$ cat src/length_prefixed_to_start_code_assert.svh
// Assertion macros shared by the RTL.
`ifndef LENGTH_PREFIXED_TO_START_CODE_ASSERT_SVH
`define LENGTH_PREFIXED_TO_START_CODE_ASSERT_SVH

// same-cycle implication
`define LPSC_ASSERT_IMPL(label, clk, rst_n, ante, cons) \
	label: assert property (@(posedge clk) disable iff (!rst_n) (ante) |-> (cons)) \
		else $error("assertion failed");

// next-cycle implication
`define LPSC_ASSERT_NEXT(label, clk, rst_n, ante, cons) \
	label: assert property (@(posedge clk) disable iff (!rst_n) (ante) |=> (cons)) \
		else $error("assertion failed");

`endif

$ cat src/lpsc_pkg.sv
`default_nettype none
package lpsc_pkg;

	localparam int BLOCK_LEN_BITS_DEF = 24;
	localparam int LEN_FIELD_W = 3;
	localparam logic [LEN_FIELD_W-1:0] LEN_FIELD_RESET = 3'd4;
	localparam logic [LEN_FIELD_W-1:0] LEN_FIELD_MIN = 3'd1;
	localparam logic [LEN_FIELD_W-1:0] LEN_FIELD_MAX = 3'd4;
	localparam int ACC_W = 32;

	localparam int QUEUE_DEPTH = 4;
	localparam int QUEUE_AW = $clog2(QUEUE_DEPTH);

	localparam logic [7:0] START_ZERO = 8'h00;
	localparam logic [7:0] START_ONE = 8'h01;
	localparam logic [1:0] START_LAST_BEAT = 2'd3;

	typedef enum logic [1:0] {
		CMD_START,
		CMD_PAYLOAD,
		CMD_ERROR
	} cmd_kind_t;

	typedef struct packed {
		cmd_kind_t kind;
		logic [7:0] data;
		logic last;
	} cmd_t;

	typedef struct packed {
		logic full;
		logic empty;
	} q_stat_t;

endpackage
`default_nettype wire

$ cat src/lpsc_in_if.sv
`default_nettype none
interface lpsc_in_if #(
	parameter int BLOCK_LEN_BITS = lpsc_pkg::BLOCK_LEN_BITS_DEF
);
	logic valid;
	logic ready;
	logic [7:0] data_byte;
	logic block_first;
	logic [BLOCK_LEN_BITS-1:0] block_length;
	logic block_corrupt;

	modport source (output valid, data_byte, block_first, block_length, block_corrupt,
		input ready);
	modport sink (input valid, data_byte, block_first, block_length, block_corrupt,
		output ready);
endinterface
`default_nettype wire

$ cat src/lpsc_out_if.sv
`default_nettype none
interface lpsc_out_if;
	logic valid;
	logic ready;
	logic [7:0] out_byte;
	logic unit_first;
	logic unit_last;
	logic size_error;
	logic run_last;

	modport source (output valid, out_byte, unit_first, unit_last, size_error, run_last,
		input ready);
	modport sink (input valid, out_byte, unit_first, unit_last, size_error, run_last,
		output ready);
endinterface
`default_nettype wire

$ cat src/lpsc_cfg_if.sv
`default_nettype none
interface lpsc_cfg_if;
	logic valid;
	logic ready;
	logic [lpsc_pkg::LEN_FIELD_W-1:0] length_field_bytes;

	modport source (output valid, length_field_bytes, input ready);
	modport sink (input valid, length_field_bytes, output ready);
endinterface
`default_nettype wire

$ cat src/lpsc_front.sv
`default_nettype none
module lpsc_front #(
	parameter int BLOCK_LEN_BITS = lpsc_pkg::BLOCK_LEN_BITS_DEF
) (
	input  logic              clk,
	input  logic              arst_n,
	lpsc_in_if.sink           din,
	lpsc_cfg_if.sink          cfg,
	input  lpsc_pkg::q_stat_t q_stat,
	output logic              push,
	output lpsc_pkg::cmd_t    push_cmd
);
	import lpsc_pkg::*;

	typedef enum logic [1:0] {
		PH_DISCARD,
		PH_LENGTH,
		PH_PAYLOAD
	} phase_t;

	phase_t phase_q, phase_d;
	logic [LEN_FIELD_W-1:0] lfb_q;
	logic [LEN_FIELD_W-1:0] seen_q, seen_d, seen_inc, n_eff;
	logic [ACC_W-1:0] acc_q, acc_d, acc_sh;
	logic [BLOCK_LEN_BITS-1:0] bl_q, bl_d, bl_dec;
	logic [BLOCK_LEN_BITS-1:0] pl_q, pl_d, pl_dec;
	logic push_d;
	logic accept;

	assign din.ready = !q_stat.full;
	assign cfg.ready = 1'b1;
	assign accept = din.valid && din.ready;

	always_comb begin
		if (lfb_q < LEN_FIELD_MIN) begin
			n_eff = LEN_FIELD_MIN;
		end else if (lfb_q > LEN_FIELD_MAX) begin
			n_eff = LEN_FIELD_MAX;
		end else begin
			n_eff = lfb_q;
		end

		phase_d = phase_q;
		seen_d = seen_q;
		acc_d = acc_q;
		bl_d = bl_q;
		pl_d = pl_q;
		if (din.block_first) begin
			phase_d = din.block_corrupt ? PH_DISCARD : PH_LENGTH;
			seen_d = '0;
			acc_d = '0;
			bl_d = din.block_length;
			pl_d = '0;
		end

		acc_sh = {acc_d[ACC_W-9:0], din.data_byte};
		seen_inc = seen_d + 1'b1;
		bl_dec = bl_d - 1'b1;
		pl_dec = pl_d - 1'b1;

		push_d = 1'b0;
		push_cmd.kind = CMD_PAYLOAD;
		push_cmd.data = din.data_byte;
		push_cmd.last = 1'b0;

		case (phase_d)
			PH_LENGTH: begin
				if (seen_d == '0 && bl_d < BLOCK_LEN_BITS'(n_eff)) begin
					// short tail: drop silently
					phase_d = PH_DISCARD;
				end else begin
					acc_d = acc_sh;
					seen_d = seen_inc;
					bl_d = bl_dec;
					if (seen_inc >= n_eff) begin
						seen_d = '0;
						acc_d = '0;
						push_d = 1'b1;
						// bl_dec is the byte count left after this one
						if (acc_sh == '0 || acc_sh > ACC_W'(bl_dec)) begin
							phase_d = PH_DISCARD;
							push_cmd.kind = CMD_ERROR;
						end else begin
							phase_d = PH_PAYLOAD;
							pl_d = BLOCK_LEN_BITS'(acc_sh);
							push_cmd.kind = CMD_START;
						end
					end
				end
			end
			PH_PAYLOAD: begin
				if (pl_d == '0 || bl_d == '0) begin
					phase_d = PH_DISCARD;
				end else begin
					bl_d = bl_dec;
					pl_d = pl_dec;
					push_d = 1'b1;
					push_cmd.last = (pl_dec == '0);
					if (pl_dec == '0) begin
						phase_d = PH_LENGTH;
					end
				end
			end
			default: ;
		endcase
	end

	assign push = accept && push_d;

	always_ff @(posedge clk or negedge arst_n) begin
		if (!arst_n) begin
			lfb_q <= LEN_FIELD_RESET;
			phase_q <= PH_DISCARD;
			seen_q <= '0;
			acc_q <= '0;
			bl_q <= '0;
			pl_q <= '0;
		end else begin
			if (cfg.valid) begin
				lfb_q <= cfg.length_field_bytes;
			end
			if (accept) begin
				phase_q <= phase_d;
				seen_q <= seen_d;
				acc_q <= acc_d;
				bl_q <= bl_d;
				pl_q <= pl_d;
			end
		end
	end

endmodule
`default_nettype wire

$ cat src/lpsc_queue.sv
`default_nettype none
module lpsc_queue (
	input  logic               clk,
	input  logic               arst_n,
	input  logic               push,
	input  lpsc_pkg::cmd_t     push_cmd,
	input  logic               pop,
	output lpsc_pkg::cmd_t     head,
	output lpsc_pkg::q_stat_t  q_stat
);
	import lpsc_pkg::*;

	cmd_t mem_q [QUEUE_DEPTH];
	logic [QUEUE_AW-1:0] wr_ptr_q, rd_ptr_q;
	logic [QUEUE_AW:0] cnt_q;

	assign head = mem_q[rd_ptr_q];
	assign q_stat.full = (cnt_q == (QUEUE_AW+1)'(QUEUE_DEPTH));
	assign q_stat.empty = (cnt_q == '0);

	always_ff @(posedge clk) begin
		if (push) begin
			mem_q[wr_ptr_q] <= push_cmd;
		end
	end

	always_ff @(posedge clk or negedge arst_n) begin
		if (!arst_n) begin
			wr_ptr_q <= '0;
			rd_ptr_q <= '0;
			cnt_q <= '0;
		end else begin
			if (push) begin
				wr_ptr_q <= wr_ptr_q + 1'b1;
			end
			if (pop) begin
				rd_ptr_q <= rd_ptr_q + 1'b1;
			end
			case ({push, pop})
				2'b10: cnt_q <= cnt_q + 1'b1;
				2'b01: cnt_q <= cnt_q - 1'b1;
				default: ;
			endcase
		end
	end

endmodule
`default_nettype wire

$ cat src/lpsc_back.sv
`default_nettype none
module lpsc_back (
	input  logic              clk,
	input  logic              arst_n,
	input  lpsc_pkg::q_stat_t q_stat,
	input  lpsc_pkg::cmd_t    head,
	output logic              pop,
	lpsc_out_if.source        dout
);
	import lpsc_pkg::*;

	logic [1:0] beat_q;
	logic valid_q;
	logic [7:0] byte_q;
	logic first_q, last_q, err_q, runl_q;
	logic load;
	logic [7:0] byte_d;
	logic first_d, last_d, err_d, runl_d;

	// output register takes a new word when empty or being drained
	assign load = !q_stat.empty && (!valid_q || dout.ready);
	assign pop = load && (head.kind != CMD_START || beat_q == START_LAST_BEAT);

	always_comb begin
		byte_d = head.data;
		first_d = 1'b0;
		last_d = 1'b0;
		err_d = 1'b0;
		runl_d = 1'b1;
		case (head.kind)
			CMD_START: begin
				byte_d = (beat_q == START_LAST_BEAT) ? START_ONE : START_ZERO;
				first_d = (beat_q == '0);
				runl_d = (beat_q == START_LAST_BEAT);
			end
			CMD_PAYLOAD: begin
				last_d = head.last;
			end
			CMD_ERROR: begin
				byte_d = START_ZERO;
				err_d = 1'b1;
			end
			default: ;
		endcase
	end

	always_ff @(posedge clk or negedge arst_n) begin
		if (!arst_n) begin
			beat_q <= '0;
			valid_q <= 1'b0;
		end else begin
			if (load) begin
				valid_q <= 1'b1;
				beat_q <= pop ? '0 : beat_q + 1'b1;
			end else if (dout.ready) begin
				valid_q <= 1'b0;
			end
		end
	end

	always_ff @(posedge clk) begin
		if (load) begin
			byte_q <= byte_d;
			first_q <= first_d;
			last_q <= last_d;
			err_q <= err_d;
			runl_q <= runl_d;
		end
	end

	assign dout.valid = valid_q;
	assign dout.out_byte = byte_q;
	assign dout.unit_first = first_q;
	assign dout.unit_last = last_q;
	assign dout.size_error = err_q;
	assign dout.run_last = runl_q;

endmodule
`default_nettype wire

$ cat src/length_prefixed_to_start_code.sv
// Length-prefixed access block to start-code stream converter.
// din: one word per byte of an access block; block_first marks the first
// byte and carries block_length and block_corrupt with it.
// cfg: write-only length_field_bytes (clamped to 1..4, reset 4); always ready.
// Write only while the block is idle.
// dout: start code 00 00 00 01 ahead of each unit's payload, unit_first on
// the first start-code byte, unit_last on the final payload byte, or one
// word with size_error set for a bad unit length. run_last closes the words
// caused by one input byte.
// Throughput: one input word per cycle while the command queue has room; a
// unit start yields four output words, so the output side paces the stream
// at those points. Path: the classifier pushes into a 4-deep command queue,
// which feeds the output register.
// Reset clears the classifier to drop bytes until the next block_first and
// empties the queue. A stalled receiver holds the output register; the
// queue fills and din.ready drops when it is full.
`default_nettype none
`include "length_prefixed_to_start_code_assert.svh"
module length_prefixed_to_start_code #(
	parameter int BLOCK_LEN_BITS = lpsc_pkg::BLOCK_LEN_BITS_DEF
) (
	input  logic        clk,
	input  logic        arst_n,
	lpsc_in_if.sink     din,
	lpsc_cfg_if.sink    cfg,
	lpsc_out_if.source  dout
);
	import lpsc_pkg::*;

	q_stat_t q_stat;
	cmd_t push_cmd, head;
	logic push, pop;

	lpsc_front #(
		.BLOCK_LEN_BITS(BLOCK_LEN_BITS)
	) u_front (
		.clk      (clk),
		.arst_n   (arst_n),
		.din      (din),
		.cfg      (cfg),
		.q_stat   (q_stat),
		.push     (push),
		.push_cmd (push_cmd)
	);

	lpsc_queue u_queue (
		.clk      (clk),
		.arst_n   (arst_n),
		.push     (push),
		.push_cmd (push_cmd),
		.pop      (pop),
		.head     (head),
		.q_stat   (q_stat)
	);

	lpsc_back u_back (
		.clk    (clk),
		.arst_n (arst_n),
		.q_stat (q_stat),
		.head   (head),
		.pop    (pop),
		.dout   (dout)
	);

	`LPSC_ASSERT_IMPL(a_err_alone, clk, arst_n, dout.valid && dout.size_error, dout.run_last && !dout.unit_first && !dout.unit_last)
	`LPSC_ASSERT_IMPL(a_first_zero, clk, arst_n, dout.valid && dout.unit_first, dout.out_byte == START_ZERO && !dout.run_last)
	`LPSC_ASSERT_NEXT(a_start_cont, clk, arst_n, dout.valid && dout.ready && dout.unit_first, dout.valid && !dout.unit_first && dout.out_byte == START_ZERO)
	`LPSC_ASSERT_IMPL(a_q_sane, clk, arst_n, q_stat.full, !q_stat.empty && !din.ready)

endmodule
`default_nettype wire
$ cat src/flat_wrapper.sv
// flat-port wrapper written by rule: the top's interface ports become plain ports
module length_prefixed_to_start_code_flat import lpsc_pkg::*;
#(
	parameter int BLOCK_LEN_BITS = lpsc_pkg::BLOCK_LEN_BITS_DEF
)
  (clk, arst_n, din_valid, din_data_byte, din_block_first, din_block_length, din_block_corrupt, din_ready, cfg_valid, cfg_length_field_bytes, cfg_ready, dout_valid, dout_out_byte, dout_unit_first, dout_unit_last, dout_size_error, dout_run_last, dout_ready);
  lpsc_in_if #(.BLOCK_LEN_BITS(BLOCK_LEN_BITS)) din_i ();
  lpsc_cfg_if cfg_i ();
  lpsc_out_if dout_i ();
  input  logic clk;
  input  logic arst_n;
  input wire logic [$bits(din_i.valid)-1:0] din_valid;
  input wire logic [$bits(din_i.data_byte)-1:0] din_data_byte;
  input wire logic [$bits(din_i.block_first)-1:0] din_block_first;
  input wire logic [$bits(din_i.block_length)-1:0] din_block_length;
  input wire logic [$bits(din_i.block_corrupt)-1:0] din_block_corrupt;
  output wire logic [$bits(din_i.ready)-1:0] din_ready;
  input wire logic [$bits(cfg_i.valid)-1:0] cfg_valid;
  input wire logic [$bits(cfg_i.length_field_bytes)-1:0] cfg_length_field_bytes;
  output wire logic [$bits(cfg_i.ready)-1:0] cfg_ready;
  output wire logic [$bits(dout_i.valid)-1:0] dout_valid;
  output wire logic [$bits(dout_i.out_byte)-1:0] dout_out_byte;
  output wire logic [$bits(dout_i.unit_first)-1:0] dout_unit_first;
  output wire logic [$bits(dout_i.unit_last)-1:0] dout_unit_last;
  output wire logic [$bits(dout_i.size_error)-1:0] dout_size_error;
  output wire logic [$bits(dout_i.run_last)-1:0] dout_run_last;
  input wire logic [$bits(dout_i.ready)-1:0] dout_ready;
  assign din_i.valid = din_valid;
  assign din_i.data_byte = din_data_byte;
  assign din_i.block_first = din_block_first;
  assign din_i.block_length = din_block_length;
  assign din_i.block_corrupt = din_block_corrupt;
  assign din_ready = din_i.ready;
  assign cfg_i.valid = cfg_valid;
  assign cfg_i.length_field_bytes = cfg_length_field_bytes;
  assign cfg_ready = cfg_i.ready;
  assign dout_valid = dout_i.valid;
  assign dout_out_byte = dout_i.out_byte;
  assign dout_unit_first = dout_i.unit_first;
  assign dout_unit_last = dout_i.unit_last;
  assign dout_size_error = dout_i.size_error;
  assign dout_run_last = dout_i.run_last;
  assign dout_i.ready = dout_ready;
  length_prefixed_to_start_code #(.BLOCK_LEN_BITS(BLOCK_LEN_BITS)) u_core (.clk(clk), .arst_n(arst_n), .din(din_i), .cfg(cfg_i), .dout(dout_i));
endmodule
$ cat config.mk
export PLATFORM = sky130hd
export DESIGN_NAME = length_prefixed_to_start_code_flat
export DESIGN_NICKNAME = d
export VERILOG_FILES = /design/src/lpsc_pkg.sv /design/src/lpsc_in_if.sv /design/src/lpsc_out_if.sv /design/src/lpsc_cfg_if.sv /design/src/lpsc_front.sv /design/src/lpsc_queue.sv /design/src/lpsc_back.sv /design/src/length_prefixed_to_start_code.sv /design/src/flat_wrapper.sv
export VERILOG_INCLUDE_DIRS = /design/src /design/src/src
export SDC_FILE = /design/constraint.sdc
export NUM_CORES = 1
export LEC_CHECK = 0
export ABC_AREA = 1
export BUFFER_PORTS_ARGS = -buffer_cell sky130_fd_sc_hd__buf_4
export CORE_MARGIN = 2
export CORE_UTILIZATION = 39
export DETAILED_ROUTE_END_ITERATION = 8
export PLACE_DENSITY = 0.65
export SKIP_CTS_REPAIR_TIMING = 1
export SLEW_MARGIN = 25
export SYNTH_ARGS = -nofsm -noshare
export SYNTH_HDL_FRONTEND = slang
export SYNTH_HIERARCHICAL = 1
export SYNTH_SLANG_ARGS = --single-unit
$ cat constraint.sdc
create_clock -name clk -period 3.8 [get_ports clk]
set_input_delay 0.76 -clock clk [delete_from_list [all_inputs] [get_ports clk]]
set_output_delay 0.76 -clock clk [all_outputs]
set_load 0.05 [all_outputs]
==> summary.txt <==
Run status
  – Status: completed

Setup path
  – Critical path class: in -> reg
  – Worst Path Buf+Inv: 7
  – R2R depth: 25
  – Startpoint Class: input port
  – Worst EP arrival: 3.92 ns
  – FF-to-FF Start: u_core/u_front/bl_q[0]
  – Slowest stage delay, CP: 0.30 ns
  – Critical path required time: 4.12 ns
  – Flop2flop setup slack: 0.39 ns
  – Most used cell, CP: nand2_1
  – Crit path max fanout: 8
  – FF-to-FF End: u_core/u_front/pl_q[11]
  – Slowest cell on the critical path: nor4_4
  – Delay-heaviest family, CP: simple AND/OR/NAND/NOR gates
  – Critical Path End Type: register

Timing
  – Final setup viols: 0
  – Final period util: 94.88%
  – Final hold violation count: 0
  – Final slew viol count: 0
  – Rel. slew slack: 53.53%
  – Maximum operating frequency: 277.4 MHz
  – Max Clock Skew: 0.01072 ns
  – Final worst path period need: 3.605 ns
  – Worst-Margin Slew: 0.6971 ns

Synth
  – Post-synth top flop: dfrtp_1
  – Area share of the largest cell type after synthesis: 20.50%
  – EDFF count, synth: 56
  – Synth area leaders: dfrtp_1 (20%), edfxtp_1 (15%), nand2_1 (15%)
  – #FFs+latches synth: 146
  – FFs w/ async S/R, synth: 61.64%
  – Seq/Total Area, Yosys: 36.21%
  – Gate Count Post-Synth: 1534
  – Post-synth cell types: 49
  – Mapped Avg Cell Area: 7.084 sq um
  – Synth area leader: dfrtp_1
  – Synthesized area: 10870 sq um
  – Yosys warns: 6
  – Synthesized Nets: 1621

Die
  – Num ports: 57
  – Die W: 170.9 microns
  – Die ar.: 29210 sq um
  – Die height: 170.9 microns
  – Starting Density: 39.33%
  – # rows: 61
  – Core area: 27630 sq um

Routing
  – Vias per cell: 5.093
  – Final WL: 30.84 mm
  – Final ANT Viol Nets: 0
  – DRC Markers: 0
  – DR WL/cell: 15.06 microns
  – Drt pass-1 iters: 6
  – Via count: 10430
  – DR iter-0 viols: 1011

CTS
  – Clk_lat worst skew: 0.42 ns
  – Depth of the CTS H-tree: 4
  – Clock Pin Slew Worst Setup and Hold Paths: 0.07 ns
  – CTS buffer count: 17
  – Clock tree buffer depth: 2
  – CTS tree: yes
  – CTS Sinks: 146
  – Clk root buf: clkbuf_16

Power
  – PwrDens: 732.9 nW/um^2
  – VDD IR max: 0.4451 mV
  – Final Power: 9.640 mW
  – Leak: 6.593 nW

Finish
  – Non-Filler Instances: 2047
  – Most frequent cells in the layout: nand2_1 (433), inv_1 (184), buf_4 (167), nor2_1 (137), o21ai_0 (114)
  – FILL cells: 2713
  – Layout Nets: 1743
  – Multi-input logic area: 5868 sq um
  – Layout cells sized above 1: 18.57%
  – Fin util: 47.60%
  – Area Overhead vs Synth: 21.04%
  – Commonest non-fill, non-tap cell in the layout: nand2_1
  – N_diodes: 0
  – Register area: 3935 sq um

Min path
  – Class of the worst hold path: in -> async

Global route
  – Congestion Overflow GR: 0
  – Number of global-route vias before repair: 9865
  – Tot GR Track Use: 21.31%
  – Largest net degree at the start of global routing: 68
  – First-pass GRT wire length: 49.74 mm
  – Initial antenna violation count: 0

Placed design
  – DP Wirelength: 21.94 mm
  – Inst Count DP: 2004
  – PortBufs: 55
  – GP Congestion: 0.8996

Flow run
  – Max-cap violation count: 0
[worst max-delay path by stage]
stage,start,end,slack [ns],cells after the start
after floorplan,din_block_first,u_core/u_queue/cnt_q[2],0.006,27
after global placement,din_block_first,u_core/u_front/pl_q[16],-0.19,26
after detailed placement,din_block_first,u_core/u_front/pl_q[1],-0.25,27
after CTS,din_block_first,u_core/u_front/pl_q[2],0.19,22
after global routing,din_block_first,u_core/u_front/pl_q[12],-0.05,27
final,din_block_first,u_core/u_front/pl_q[11],0.19,28
[Yosys cell counts, types with 6 or more instances]
| cell type | n |
|---|---|
| o21bai_1 | 18 |
| buf_4 | 15 |
| buf_2 | 12 |
| o21ai_0 | 114 |
| nor3_1 | 10 |
| inv_2 | 10 |
| nand3_1 | 75 |
| nand4_1 | 45 |
| edfxtp_1 | 56 |
| a211oi_1 | 6 |
| clkbuf_1 | 33 |
| o21ai_1 | 8 |
| ha_1 | 44 |
| a21oi_1 | 86 |
| inv_1 | 187 |
| nor2_1 | 145 |
| o211ai_1 | 21 |
| nor2_2 | 12 |
| buf_6 | 18 |
| nand2_1 | 440 |
| dfrtp_1 | 89 |
| xor2_1 | 31 |
| nand2_2 | 21 |
[metrics by stage]
step	setup WS [ns]	hold WS, ns	setup TNS (ns)	cell area (sq um)
after floorplan	0.005621	0.4488	0	10980
after global placement	-0.1896	0.4615	-3.812	12340
after detailed placement	-0.2481	0.4676	-5.823	12340
after CTS	0.1912	0.3865	0	12910
after global routing	-0.04518	0.4138	-0.5969	13150
final	0.1947	0.3653	0	13150
[cell families after synthesis]
logic type,count (synthesis),share of synthesized area (%)
and+or+nand+nor,770,30.82
buffers and inverters,277,11.48
AOI/OAI and AO/OA,260,13.36
DFF,146,36.21
adders and majority gates,45,5.250
xor gates and xnor gates,34,2.740
other,1,0.03451
muxes,1,0.1036
[flip-flops by register name, indices dropped and copies added (netlist names)]
name	cells
u_core/u_back/beat_q	2
u_core/u_back/dout.out_byte	8
u_core/u_back/dout.run_last	1
u_core/u_back/dout.size_error	1
u_core/u_back/dout.unit_first	1
u_core/u_back/dout.unit_last	1
u_core/u_back/dout.valid	1
u_core/u_front/acc_q	24
u_core/u_front/bl_q	24
u_core/u_front/lfb_q	3
u_core/u_front/phase_q	2
u_core/u_front/pl_q	24
u_core/u_front/seen_q	3
u_core/u_queue/cnt_q	3
u_core/u_queue/mem_q	44
u_core/u_queue/rd_ptr_q	2
u_core/u_queue/wr_ptr_q	2
[per-layer routing]
layer,vias up,wire [microns],global-route usage (%)
met5,-,0,0
met4,0,521,5.969
met3,41,1723,3.077
met2,353,14580,35.96
met1,4835,14010,28.51
li1,5196,-,-
[layout make-up]
class / instances / area share (%)
multi-input cells: 1111 / 44.62
flip-flops and latches: 146 / 29.92
repair buffers: 182 / 11.86
inverters: 198 / 5.679
well taps: 378 / 3.596
clock buffers: 17 / 3.234
clock inverters: 15 / 1.094
[power by group]
| group | internal, mW | total (mW) | switching, mW |
|---|---|---|---|
| clock network | 0.920 | 1.68 | 0.755 |
| registers | 2.23 | 2.59 | 0.359 |
| logic | 1.92 | 5.38 | 3.46 |
(Power assumes the default switching activity.)
